==> src/design/ptt_pkg.sv <==
package ptt_pkg;

  // Field widths
  localparam int POS_W     = 24;   // positions, 1/256 unit
  localparam int DIFF_W    = 25;   // exact differences of two positions
  localparam int MAG_W     = 24;   // magnitude of a difference
  localparam int CFG_IDX_W = 2;
  localparam int PAN_W     = 16;
  localparam int TILT_W    = 15;

  // Config register indexes
  localparam logic [CFG_IDX_W-1:0] CFG_EYE_X = 2'd0;
  localparam logic [CFG_IDX_W-1:0] CFG_EYE_Y = 2'd1;
  localparam logic [CFG_IDX_W-1:0] CFG_EYE_Z = 2'd2;

  // Square root datapath
  localparam int ROOT_W = 32;
  localparam int RAD_W  = 64;

  // CORDIC datapath: vector components and angle accumulator
  localparam int CW        = 44;
  localparam int ZW        = 25;
  localparam int TAB_DEPTH = 24;
  localparam int STEP_W    = $clog2(TAB_DEPTH);
  localparam int ATAN_W    = 22;

  // Angles in 1/65536 degree
  localparam int DEG_ONE  = 65536;
  localparam int DEG_90   = 90 * DEG_ONE;
  localparam int DEG_180  = 180 * DEG_ONE;
  localparam int BIAS_DEG = 512;

  typedef struct packed {
    logic busy;
    logic done;
  } unit_stat_t;

  // atan(2^-i) in 1/65536 degree
  function automatic logic [ATAN_W-1:0] atan_lut(input logic [STEP_W-1:0] idx);
    logic [ATAN_W-1:0] v;
    case (idx)
      5'd0:    v = 22'd2949120;
      5'd1:    v = 22'd1740967;
      5'd2:    v = 22'd919879;
      5'd3:    v = 22'd466945;
      5'd4:    v = 22'd234379;
      5'd5:    v = 22'd117304;
      5'd6:    v = 22'd58666;
      5'd7:    v = 22'd29335;
      5'd8:    v = 22'd14668;
      5'd9:    v = 22'd7334;
      5'd10:   v = 22'd3667;
      5'd11:   v = 22'd1833;
      5'd12:   v = 22'd917;
      5'd13:   v = 22'd458;
      5'd14:   v = 22'd229;
      5'd15:   v = 22'd115;
      5'd16:   v = 22'd57;
      5'd17:   v = 22'd29;
      5'd18:   v = 22'd14;
      5'd19:   v = 22'd7;
      5'd20:   v = 22'd4;
      5'd21:   v = 22'd2;
      5'd22:   v = 22'd1;
      default: v = '0;
    endcase
    return v;
  endfunction

endpackage

==> src/design/ptt_cordic.sv <==
module ptt_cordic #(
  parameter int STEPS = 16
) (
  input  logic                          clk_i,
  input  logic                          rst_ni,
  input  logic                          start_i,
  input  logic signed [ptt_pkg::CW-1:0] x_i,
  input  logic signed [ptt_pkg::CW-1:0] y_i,
  output ptt_pkg::unit_stat_t           stat_o,
  output logic signed [ptt_pkg::ZW-1:0] z_o
);
  import ptt_pkg::*;

  localparam logic [STEP_W-1:0] LAST = STEP_W'(STEPS - 1);

  logic signed [CW-1:0] x_q, y_q, x_d, y_d, dx, dy;
  logic signed [ZW-1:0] z_q, z_d, step_ang;
  logic [STEP_W-1:0]    i_q;
  logic                 busy_q, done_q;
  logic                 x_zero_q, y_neg_q, y_zero_q;

  // one vectoring micro-rotation per cycle, driving y toward zero
  always_comb begin
    dx       = y_q >>> i_q;
    dy       = x_q >>> i_q;
    step_ang = signed'({{(ZW-ATAN_W){1'b0}}, atan_lut(i_q)});
    if (!y_q[CW-1]) begin
      x_d = x_q + dx;
      y_d = y_q - dy;
      z_d = z_q + step_ang;
    end else begin
      x_d = x_q - dx;
      y_d = y_q + dy;
      z_d = z_q - step_ang;
    end
  end

  always_ff @(posedge clk_i or negedge rst_ni) begin
    if (!rst_ni) begin
      busy_q <= 1'b0;
      done_q <= 1'b0;
      i_q    <= '0;
    end else if (start_i) begin
      busy_q <= 1'b1;
      done_q <= 1'b0;
      i_q    <= '0;
    end else if (busy_q) begin
      i_q <= i_q + 1'b1;
      if (i_q == LAST) begin
        busy_q <= 1'b0;
        done_q <= 1'b1;
      end
    end
  end

  always_ff @(posedge clk_i) begin
    if (start_i) begin
      x_q      <= x_i;
      y_q      <= y_i;
      z_q      <= '0;
      x_zero_q <= (x_i == '0);
      y_neg_q  <= y_i[CW-1];
      y_zero_q <= (y_i == '0);
    end else if (busy_q) begin
      x_q <= x_d;
      y_q <= y_d;
      z_q <= z_d;
    end
  end

  // vector on the y axis: straight up, straight down, or nothing at all
  always_comb begin
    if (x_zero_q) begin
      if (y_zero_q)     z_o = '0;
      else if (y_neg_q) z_o = -ZW'(DEG_90);
      else              z_o = ZW'(DEG_90);
    end else begin
      z_o = z_q;
    end
  end

  assign stat_o.busy = busy_q;
  assign stat_o.done = done_q;

endmodule

==> src/design/ptt_isqrt.sv <==
module ptt_isqrt (
  input  logic                        clk_i,
  input  logic                        rst_ni,
  input  logic                        start_i,
  input  logic [ptt_pkg::MAG_W-1:0]   a_mag_i,
  input  logic [ptt_pkg::MAG_W-1:0]   b_mag_i,
  output ptt_pkg::unit_stat_t         stat_o,
  output logic [ptt_pkg::ROOT_W-1:0]  root_o
);
  import ptt_pkg::*;

  localparam int PROD_W   = 2 * MAG_W;
  localparam int SUM_W    = PROD_W + 1;
  localparam int SQ_SHIFT = 14;
  localparam int K_W      = $clog2(ROOT_W);

  localparam logic [2:0] PH_IDLE = 3'd0;
  localparam logic [2:0] PH_SQA  = 3'd1;
  localparam logic [2:0] PH_SQB  = 3'd2;
  localparam logic [2:0] PH_SUM  = 3'd3;
  localparam logic [2:0] PH_ROOT = 3'd4;

  logic [2:0]        ph_q;
  logic [K_W-1:0]    k_q;
  logic              done_q;
  logic [MAG_W-1:0]  a_q, b_q, op;
  logic [PROD_W-1:0] prod, p_q, acc_q;
  logic [SUM_W-1:0]  sum;
  logic [RAD_W-1:0]  n_q, r_q, bit_v, trial;
  logic              take;

  // one 24x24 squarer, used for a then b
  assign op    = (ph_q == PH_SQA) ? a_q : b_q;
  assign prod  = op * op;
  assign sum   = {1'b0, acc_q} + {1'b0, p_q};

  // digit-by-digit root, one result bit per cycle
  assign bit_v = RAD_W'(1) << {k_q, 1'b0};
  assign trial = r_q + bit_v;
  assign take  = (n_q >= trial);

  always_ff @(posedge clk_i or negedge rst_ni) begin
    if (!rst_ni) begin
      ph_q   <= PH_IDLE;
      k_q    <= '0;
      done_q <= 1'b0;
    end else if (start_i) begin
      ph_q   <= PH_SQA;
      done_q <= 1'b0;
    end else begin
      case (ph_q)
        PH_SQA: ph_q <= PH_SQB;
        PH_SQB: ph_q <= PH_SUM;
        PH_SUM: begin
          ph_q <= PH_ROOT;
          k_q  <= '1;
        end
        PH_ROOT: begin
          k_q <= k_q - 1'b1;
          if (k_q == '0) begin
            ph_q   <= PH_IDLE;
            done_q <= 1'b1;
          end
        end
        default: ph_q <= PH_IDLE;
      endcase
    end
  end

  always_ff @(posedge clk_i) begin
    if (start_i) begin
      a_q <= a_mag_i;
      b_q <= b_mag_i;
    end
    case (ph_q)
      PH_SQA: p_q <= prod;
      PH_SQB: begin
        p_q   <= prod;
        acc_q <= p_q;
      end
      PH_SUM: begin
        n_q <= RAD_W'(sum) << SQ_SHIFT;
        r_q <= '0;
      end
      PH_ROOT: begin
        if (take) begin
          n_q <= n_q - trial;
          r_q <= (r_q >> 1) + bit_v;
        end else begin
          r_q <= r_q >> 1;
        end
      end
      default: ;
    endcase
  end

  assign root_o      = r_q[ROOT_W-1:0];
  assign stat_o.busy = (ph_q != PH_IDLE);
  assign stat_o.done = done_q;

endmodule

==> src/design/pan_tilt_angles_to_target.sv <==
// Channel | Dir | Handshake                      | Beat contents
// --------+-----+--------------------------------+-----------------------------------------
// config  | in  | cfg_we_i                       | cfg_index_i, cfg_data_i (eye_x/y/z)
// target  | in  | in_valid_i / in_stall_o        | target_x_i, target_y_i, target_z_i
// angles  | out | out_valid_o / out_stall_i      | pan_angle_o, tilt_angle_o, *_updated_o
//
// One target beat at a time: in_stall_o is low only while the sequencer is idle.
// Each beat runs the square root (two squares, a sum, 32 root steps) for the
// horizontal distance, then the tilt CORDIC pass; the pan CORDIC pass runs in
// the shadow of the square root.
// The result sits in an output register; a stalled result holds and the next beat's
// computation still proceeds, only the final commit waits for the register to free.
// Reset clears the eye position, the held angles and the sequencer; nothing sweeps.
module pan_tilt_angles_to_target #(
  parameter int CORDIC_STEPS    = 16,
  parameter int ANGLE_FRAC_BITS = 7
) (
  input  logic                                 clk_i,
  input  logic                                 rst_ni,
  // configuration
  input  logic                                 cfg_we_i,
  input  logic [ptt_pkg::CFG_IDX_W-1:0]        cfg_index_i,
  input  logic [ptt_pkg::POS_W-1:0]            cfg_data_i,
  // target beat
  input  logic                                 in_valid_i,
  output logic                                 in_stall_o,
  input  logic signed [ptt_pkg::POS_W-1:0]     target_x_i,
  input  logic signed [ptt_pkg::POS_W-1:0]     target_y_i,
  input  logic signed [ptt_pkg::POS_W-1:0]     target_z_i,
  // angle beat
  output logic                                 out_valid_o,
  input  logic                                 out_stall_i,
  output logic [ptt_pkg::PAN_W-1:0]            pan_angle_o,
  output logic signed [ptt_pkg::TILT_W-1:0]    tilt_angle_o,
  output logic                                 pan_updated_o,
  output logic                                 tilt_updated_o
);
  import ptt_pkg::*;

  localparam logic [2:0] ST_IDLE   = 3'd0;
  localparam logic [2:0] ST_LOAD   = 3'd1;  // kick off pan CORDIC and square root
  localparam logic [2:0] ST_PAN    = 3'd2;
  localparam logic [2:0] ST_WAIT_H = 3'd3;  // wait for horizontal distance
  localparam logic [2:0] ST_TILT   = 3'd4;
  localparam logic [2:0] ST_DONE   = 3'd5;  // commit once the output register is free

  // angle post-processing width (1/65536 degree sums up to ~460 degrees plus bias)
  localparam int PW        = 28;
  localparam int OUT_SHIFT = 16 - ANGLE_FRAC_BITS;
  localparam int OP_PAD_D  = CW - DIFF_W - 16;
  localparam int OP_PAD_M  = CW - MAG_W - 16;
  localparam int OP_PAD_H  = CW - ROOT_W - 9;

  localparam logic signed [PW-1:0] DEG180_P = PW'(DEG_180);
  localparam logic signed [PW-1:0] BIAS_IN  = PW'(BIAS_DEG * DEG_ONE);
  localparam logic signed [PW-1:0] HALF_LSB = PW'(2 ** (OUT_SHIFT - 1));
  localparam logic signed [PW-1:0] BIAS_OUT = PW'(BIAS_DEG * (2 ** ANGLE_FRAC_BITS));
  localparam logic signed [PW-1:0] PAN_LO   = PW'(90 * (2 ** ANGLE_FRAC_BITS));
  localparam logic signed [PW-1:0] PAN_HI   = PW'(450 * (2 ** ANGLE_FRAC_BITS));
  localparam logic signed [PW-1:0] TILT_LO  = PW'(-90 * (2 ** ANGLE_FRAC_BITS));
  localparam logic signed [PW-1:0] TILT_HI  = PW'(90 * (2 ** ANGLE_FRAC_BITS));

  // round half up to output units, then clamp
  function automatic logic signed [PW-1:0] to_out(input logic signed [PW-1:0] v,
                                                  input logic signed [PW-1:0] lo,
                                                  input logic signed [PW-1:0] hi);
    logic signed [PW-1:0] biased, r;
    biased = v + BIAS_IN;
    if (biased < 0) biased = '0;
    r = ((biased + HALF_LSB) >>> OUT_SHIFT) - BIAS_OUT;
    if (r < lo) r = lo;
    if (r > hi) r = hi;
    return r;
  endfunction

  logic [2:0]               state_q, state_d;
  logic signed [POS_W-1:0]  eye_x_q, eye_y_q, eye_z_q;
  logic signed [DIFF_W-1:0] a_q, b_q, c_q, neg_a, neg_b, y_sel;
  logic [MAG_W-1:0]         a_mag, b_mag;
  logic                     in_take, out_free, commit, b_pos, pan_up, tilt_up;

  logic                     cordic_start, sqrt_start;
  logic signed [CW-1:0]     cordic_x, cordic_y;
  logic signed [ZW-1:0]     cordic_z;
  unit_stat_t               cordic_stat, sqrt_stat;
  logic [ROOT_W-1:0]        h_root;

  logic signed [PW-1:0]     pan_sum, pan_full, tilt_full;
  logic [PAN_W-1:0]         pan_res_q, held_pan_q;
  logic signed [TILT_W-1:0] held_tilt_q;
  logic                     out_valid_q, pan_upd_q, tilt_upd_q;

  assign in_stall_o = (state_q != ST_IDLE);
  assign in_take    = in_valid_i && !in_stall_o;
  assign out_free   = !out_valid_q || !out_stall_i;
  assign commit     = (state_q == ST_DONE) && out_free;

  // a = eye_x - x, b = y - eye_y, c = z - eye_z; pan/tilt are refreshed only
  // when the target is off the camera's x (pan) or z (tilt) coordinate
  assign neg_a   = -a_q;
  assign neg_b   = -b_q;
  assign a_mag   = a_q[DIFF_W-1] ? neg_a[MAG_W-1:0] : a_q[MAG_W-1:0];
  assign b_mag   = b_q[DIFF_W-1] ? neg_b[MAG_W-1:0] : b_q[MAG_W-1:0];
  assign b_pos   = !b_q[DIFF_W-1] && (b_q != '0);
  assign pan_up  = (a_q != '0);
  assign tilt_up = (c_q != '0);

  // Pan vector is (|b|, a) with a negated for b < 0. With b zero this leaves
  // x = 0 and the CORDIC unit answers +-90 degrees by the sign of a.
  assign y_sel = b_q[DIFF_W-1] ? neg_a : a_q;

  always_comb begin
    if (state_q == ST_LOAD) begin
      cordic_x = signed'({{OP_PAD_M{1'b0}}, b_mag, 16'b0});
      cordic_y = signed'({{OP_PAD_D{y_sel[DIFF_W-1]}}, y_sel, 16'b0});
    end else begin
      // tilt vector: horizontal distance (1/128 position step) and c, both scaled up
      cordic_x = signed'({{OP_PAD_H{1'b0}}, h_root, 9'b0});
      cordic_y = signed'({{OP_PAD_D{c_q[DIFF_W-1]}}, c_q, 16'b0});
    end
  end

  assign sqrt_start   = (state_q == ST_LOAD);
  assign cordic_start = (state_q == ST_LOAD) || ((state_q == ST_WAIT_H) && sqrt_stat.done);

  ptt_cordic #(
    .STEPS(CORDIC_STEPS)
  ) u_cordic (
    .clk_i  (clk_i),
    .rst_ni (rst_ni),
    .start_i(cordic_start),
    .x_i    (cordic_x),
    .y_i    (cordic_y),
    .stat_o (cordic_stat),
    .z_o    (cordic_z)
  );

  ptt_isqrt u_isqrt (
    .clk_i  (clk_i),
    .rst_ni (rst_ni),
    .start_i(sqrt_start),
    .a_mag_i(a_mag),
    .b_mag_i(b_mag),
    .stat_o (sqrt_stat),
    .root_o (h_root)
  );

  // pan = atan + 180, another 180 when the target lies at greater y
  assign pan_sum   = PW'(cordic_z) + DEG180_P + (b_pos ? DEG180_P : PW'(0));
  assign pan_full  = to_out(pan_sum, PAN_LO, PAN_HI);
  assign tilt_full = to_out(PW'(cordic_z), TILT_LO, TILT_HI);

  always_comb begin
    state_d = state_q;
    case (state_q)
      ST_IDLE:   if (in_take) state_d = ST_LOAD;
      ST_LOAD:   state_d = ST_PAN;
      ST_PAN:    if (!cordic_stat.busy && cordic_stat.done) state_d = ST_WAIT_H;
      ST_WAIT_H: if (sqrt_stat.done) state_d = ST_TILT;
      ST_TILT:   if (!cordic_stat.busy && cordic_stat.done) state_d = ST_DONE;
      ST_DONE:   if (out_free) state_d = ST_IDLE;
      default:   state_d = ST_IDLE;
    endcase
  end

  always_ff @(posedge clk_i or negedge rst_ni) begin
    if (!rst_ni) begin
      state_q     <= ST_IDLE;
      out_valid_q <= 1'b0;
      eye_x_q     <= '0;
      eye_y_q     <= '0;
      eye_z_q     <= '0;
      held_pan_q  <= '0;
      held_tilt_q <= '0;
    end else begin
      state_q <= state_d;
      if (cfg_we_i) begin
        case (cfg_index_i)
          CFG_EYE_X: eye_x_q <= cfg_data_i;
          CFG_EYE_Y: eye_y_q <= cfg_data_i;
          CFG_EYE_Z: eye_z_q <= cfg_data_i;
          default:   ;
        endcase
      end
      if (commit) begin
        out_valid_q <= 1'b1;
        if (pan_up)  held_pan_q  <= pan_res_q;
        if (tilt_up) held_tilt_q <= tilt_full[TILT_W-1:0];
      end else if (!out_stall_i) begin
        out_valid_q <= 1'b0;
      end
    end
  end

  always_ff @(posedge clk_i) begin
    if (in_take) begin
      a_q <= {eye_x_q[POS_W-1], eye_x_q} - {target_x_i[POS_W-1], target_x_i};
      b_q <= {target_y_i[POS_W-1], target_y_i} - {eye_y_q[POS_W-1], eye_y_q};
      c_q <= {target_z_i[POS_W-1], target_z_i} - {eye_z_q[POS_W-1], eye_z_q};
    end
    if ((state_q == ST_PAN) && cordic_stat.done) begin
      pan_res_q <= pan_full[PAN_W-1:0];
    end
    if (commit) begin
      pan_upd_q  <= pan_up;
      tilt_upd_q <= tilt_up;
    end
  end

  assign out_valid_o    = out_valid_q;
  assign pan_angle_o    = held_pan_q;
  assign tilt_angle_o   = held_tilt_q;
  assign pan_updated_o  = pan_upd_q;
  assign tilt_updated_o = tilt_upd_q;

endmodule

==> config.mk <==
export PLATFORM = sky130hd
export DESIGN_NAME = pan_tilt_angles_to_target
export DESIGN_NICKNAME = d
export VERILOG_FILES = /design/src/design/ptt_pkg.sv /design/src/design/ptt_cordic.sv /design/src/design/ptt_isqrt.sv /design/src/design/pan_tilt_angles_to_target.sv
export SDC_FILE = /design/constraint.sdc
export NUM_CORES = 2
export LEC_CHECK = 0
export BUFFER_PORTS_ARGS = -buffer_cell sky130_fd_sc_hd__buf_2
export CELL_PAD_IN_SITES_DETAIL_PLACEMENT = 1
export CELL_PAD_IN_SITES_GLOBAL_PLACEMENT = 1
export CORE_MARGIN = 2
export CORE_UTILIZATION = 50
export DETAILED_ROUTE_END_ITERATION = 6
export PLACE_DENSITY_LB_ADDON = 0.08
export SLEW_MARGIN = 10
export SYNTH_ARGS = -nofsm -noshare
export SYNTH_HDL_FRONTEND = slang
export SYNTH_SLANG_ARGS = --single-unit
==> constraint.sdc <==
create_clock -name clk_i -period 20.1 [get_ports clk_i]
set_clock_uncertainty 0.1 [all_clocks]
set_input_delay 4.02 -clock clk_i [delete_from_list [all_inputs] [get_ports clk_i]]
set_output_delay 4.02 -clock clk_i [all_outputs]
set_load 0.01 [all_outputs]
==> flow_summary_export.csv <==
group,metric,value,unit
min_path,holdPathStages,0,
logic_synthesis,synth_enable_flop_cells,454,
logic_synthesis,synth-seq-area-share,25.6,%
floorplan,dieArea,0.138,mm²
timing,layout_min_cycle_time,10.19,ns
worst_setup_path,worst_setup_path_end_kind,"flip-flop",
clocking,post_cts_resized,0,
floorplan,core_area,0.133,mm²
logic_synthesis,synth_top_flop_cell,"edfxtp_1",
logic_synthesis,synthCells,7229,
timing,drv_slew,0,
min_path,hold_path_startpoint,"u_isqrt.p_q[11]",
worst_setup_path,cpMaxStageDelayCell,"clkinv_1",
logic_synthesis,synth.net_count,8321,
logic_synthesis,synth_cell_types,100,
floorplan,num_rows,134,
drt,drc,0,
place,placed_cells,8912,
global_routing,grt_pass1_vias,57300,
timing,worst_slew_pin_slew,1.24,ns
clocking,cts_hold_buffers,0,
worst_setup_path,crit_arrival,10.51,ns
clocking,htree_levels,3,
drt,num_vias,54900,
drt,drt.antenna.violating_nets,0,
worst_setup_path,crit_type,"reg -> reg",
floorplan,die_y,371,µm
place,gp_congestion,0.945,
job,drv_cap,0,
worst_setup_path,r2r_end,"u_isqrt.p_q[45]",
min_path,hp-class,"reg -> reg",
drt,wl_per_cell,23.7,µm
worst_setup_path,crit_fanout,30,
clocking,postCtsSetupRepairBufs,0,
worst_setup_path,ff2ff_setup_slack,9.91,ns
worst_setup_path,required,20.42,ns
finish,drive_gt1_share,9.47,%
timing,fin_crit_sh,50.7,%
timing,max_freq,98.1,MHz
timing,fin_tns_setup,0,ns
global_routing,overflow,0,
status,status,"completed",
floorplan,io-pin-count,138,
floorplan,fp.dieW,371,µm
logic_synthesis,synth_warnings,0,
timing,worst_slack,9.91,ns
worst_setup_path,crit_buf_inv,9,
logic_synthesis,synthArstFlopShare,20.4,%
finish,nets,8315,
timing,grt_setup_unrepaired,"no",
clocking,clockBufferDepth,3,
global_routing,grt_pass1_wl,335000,µm
min_path,min_to,"u_isqrt.acc_q[11]",
clocking,cts_tree,"yes",
worst_setup_path,cp-start-kind,"flip-flop",
worst_setup_path,r2r_cells,29,
clocking,cts_num_sinks,602,
worst_setup_path,reg2reg_from,"u_isqrt.ph_q[2]",
clocking,worstSkewPairLatency,0.71,ns
global_routing,grt_max_degree,89,
global_routing,antenna_found_initial,7,
timing,relSlewSlack,16.2,%
timing,setup_violations,0,
drt,drtIter0Drc,4225,
worst_setup_path,critPathTopFamily,"adder cells",
global_routing,grt_usage,31.2,%
clocking,cts_made_buffers,77,
worst_setup_path,cpPeakStageDelay,0.65,ns
drt,vias_per_cell,6.06,
clocking,cts_root_buf,"clkbuf_16",
logic_synthesis,synth_seq_cells,602,
drt,drt_first_pass_iters,7,
finish,finalNonFillerCells,9055,
logic_synthesis,avgSynthCellArea,9.31,µm²
drt,wl,215000,µm
clocking,clk_pin_slew_worst_paths,0.06,ns
timing,hold_violations,0,
floorplan,start_util,50.4,%
place,place_hpwl,170000,µm
finish,area_delta_synth_final,7.15,%
worst_setup_path,startpoint,"u_isqrt.ph_q[2]",
place,port-buffer-count,137,
place,preCtsSetupSlack,10.02,ns
logic_synthesis,synth_area,0.0673,mm²
==> per-stage QoR <==
step           cell area, µm²  hold slack [ns]  utilization (%)
6_report                72100            0.359             54.0
5_1_grt                 72100            0.354             54.0
4_1_cts                 72100            0.343             54.0
3_5_place_dp            69500            0.350             52.1
3_3_place_gp            69500            0.345             52.1
2_1_floorplan           67300            0.331                -
==> cells in the mapped netlist (all sizes together), types with 14 or more instances <==
| cell type | count | share of area, % |
|---|---|---|
| nand2 | 604 | 3.4 |
| xnor2 | 327 | 4.3 |
| inv | 747 | 4.2 |
| or3 | 43 | 0.41 |
| a31oi | 103 | 0.96 |
| a31o | 36 | 0.47 |
| a21oi | 435 | 3.2 |
| o21ai | 345 | 2.6 |
| nor2 | 736 | 4.1 |
| o211ai | 30 | 0.33 |
| nor4 | 31 | 0.30 |
| o22ai | 16 | 0.15 |
| and2 | 44 | 0.41 |
| or2 | 30 | 0.28 |
| mux2i | 138 | 2.1 |
| edfxtp | 454 | 20 |
| nor3b | 19 | 0.22 |
| xor2 | 261 | 3.4 |
| a21o | 186 | 2.1 |
| clkbuf | 186 | 1.0 |
| o21a | 57 | 0.64 |
| o31ai | 58 | 0.65 |
| dfxtp | 25 | 0.74 |
| o31a | 14 | 0.18 |
| nor3 | 110 | 0.84 |
| nor2b | 79 | 0.73 |
| mux4 | 125 | 4.3 |
| a41oi | 18 | 0.23 |
| a211oi | 60 | 0.67 |
| o21bai | 55 | 0.61 |
| ha | 560 | 10 |
| fa | 429 | 13 |
| buf | 95 | 0.80 |
| a21boi | 19 | 0.21 |
| nand2b | 77 | 0.72 |
| or4 | 15 | 0.17 |
| mux2 | 149 | 2.5 |
| nand3 | 90 | 0.67 |
| nand4 | 58 | 0.54 |
| and3 | 53 | 0.49 |
| dfrtp | 123 | 4.6 |
==> flip-flops by register name (all words and copies together), names as in the netlist, 5 cells and up <==
signal	flops
a_q	25
b_q	25
c_q	25
eye_x_q	24
eye_y_q	24
eye_z_q	24
pan_angle_o	16
pan_res_q	16
tilt_angle_o	15
u_cordic.i_q	5
u_cordic.x_q	44
u_cordic.y_q	44
u_cordic.z_q	25
u_isqrt.a_q	24
u_isqrt.acc_q	47
u_isqrt.b_q	24
u_isqrt.k_q	5
u_isqrt.n_q	64
u_isqrt.p_q	47
u_isqrt.r_q	64
==> worst reg2reg max path: cells and delay by family, from the launching register on <==
family | cells | cell delay [ns]
buffers and inverters | 9 | 1.62
and+or+nand+nor | 4 | 1.27
muxes | 1 | 0.45
xor gates and xnor gates | 1 | 0.19
AOI/OAI and AO/OA | 6 | 1.99
DFF | 1 | 0.48
adders and majority gates | 8 | 3.82
==> worst max-delay path by stage <==
stage                           end  slack, ns  cells past startpoint
floorplan            u_isqrt.n_q[0]       9.65                     24
global placement    u_isqrt.p_q[45]      10.31                     29
detailed placement  u_isqrt.p_q[45]      10.02                     27
CTS                 u_isqrt.p_q[45]      10.00                     27
global route        u_isqrt.p_q[45]       9.39                     29
finish              u_isqrt.p_q[45]       9.91                     29
==> cell usage in the layout (no fill, tap or decap), types with 42 or more instances in the layout <==
| master | n |
|---|---|
| nand4_1 | 58 |
| edfxtp_1 | 454 |
| dfrtp_1 | 118 |
| buf_2 | 136 |
| or3_1 | 42 |
| a21oi_1 | 434 |
| o31ai_1 | 58 |
| o21a_1 | 57 |
| nor2b_1 | 79 |
| nand3_1 | 90 |
| xnor2_1 | 327 |
| a21o_1 | 185 |
| a211oi_1 | 60 |
| o21bai_1 | 55 |
| mux2_2 | 148 |
| mux4_2 | 112 |
| nand2_1 | 600 |
| fa_1 | 429 |
| ha_1 | 560 |
| o21ai_0 | 341 |
| nor3_1 | 107 |
| mux2i_1 | 135 |
| clkbuf_16 | 78 |
| nor2_1 | 734 |
| and3_1 | 52 |
| inv_1 | 744 |
| and2_1 | 42 |
| buf_4 | 58 |
| nand2b_1 | 77 |
| xor2_1 | 261 |
| a31oi_1 | 103 |
==> layer usage <==
layer / part of all wire, % / up-vias / track usage (%) / wire [µm]
met5: 0.016 / - / 0 / 34
met2: 45 / 1618 / 48.7 / 96000
li1: - / 25300 / - / -
met4: 2.7 / 6 / 7.97 / 5750
met3: 6.4 / 305 / 4.24 / 13800
met1: 46 / 27600 / 45.5 / 99300
==> cell type report <==
type	count	area, µm²
antenna	2	5.00
clock buffer	106	2110
clock inverter	35	484
fill	15300	61400
inverter	754	2830
multi-input combinational	5592	46100
sequential	602	17200
tap	1768	2210
timing repair buffer	196	1140
==> kinds of logic (layout without fill, tap and decap cells) <==
| family | Yosys count | count (layout) | share of synthesized area [%] |
|---|---|---|---|
| buf+inv | 1035 | 1091 | 6.05 |
| simple gates | 2029 | 2029 | 13.8 |
| mux | 412 | 412 | 8.80 |
| compound gates | 1574 | 1574 | 14.9 |
| xor+xnor | 588 | 588 | 7.65 |
| flops | 602 | 602 | 25.6 |
| other cells | 0 | 2 | 0 |
| fa+ha+maj | 989 | 989 | 23.2 |
Power is not shown: default switching activity piles up to over one toggle a cycle in this logic, so the estimate is an artifact.
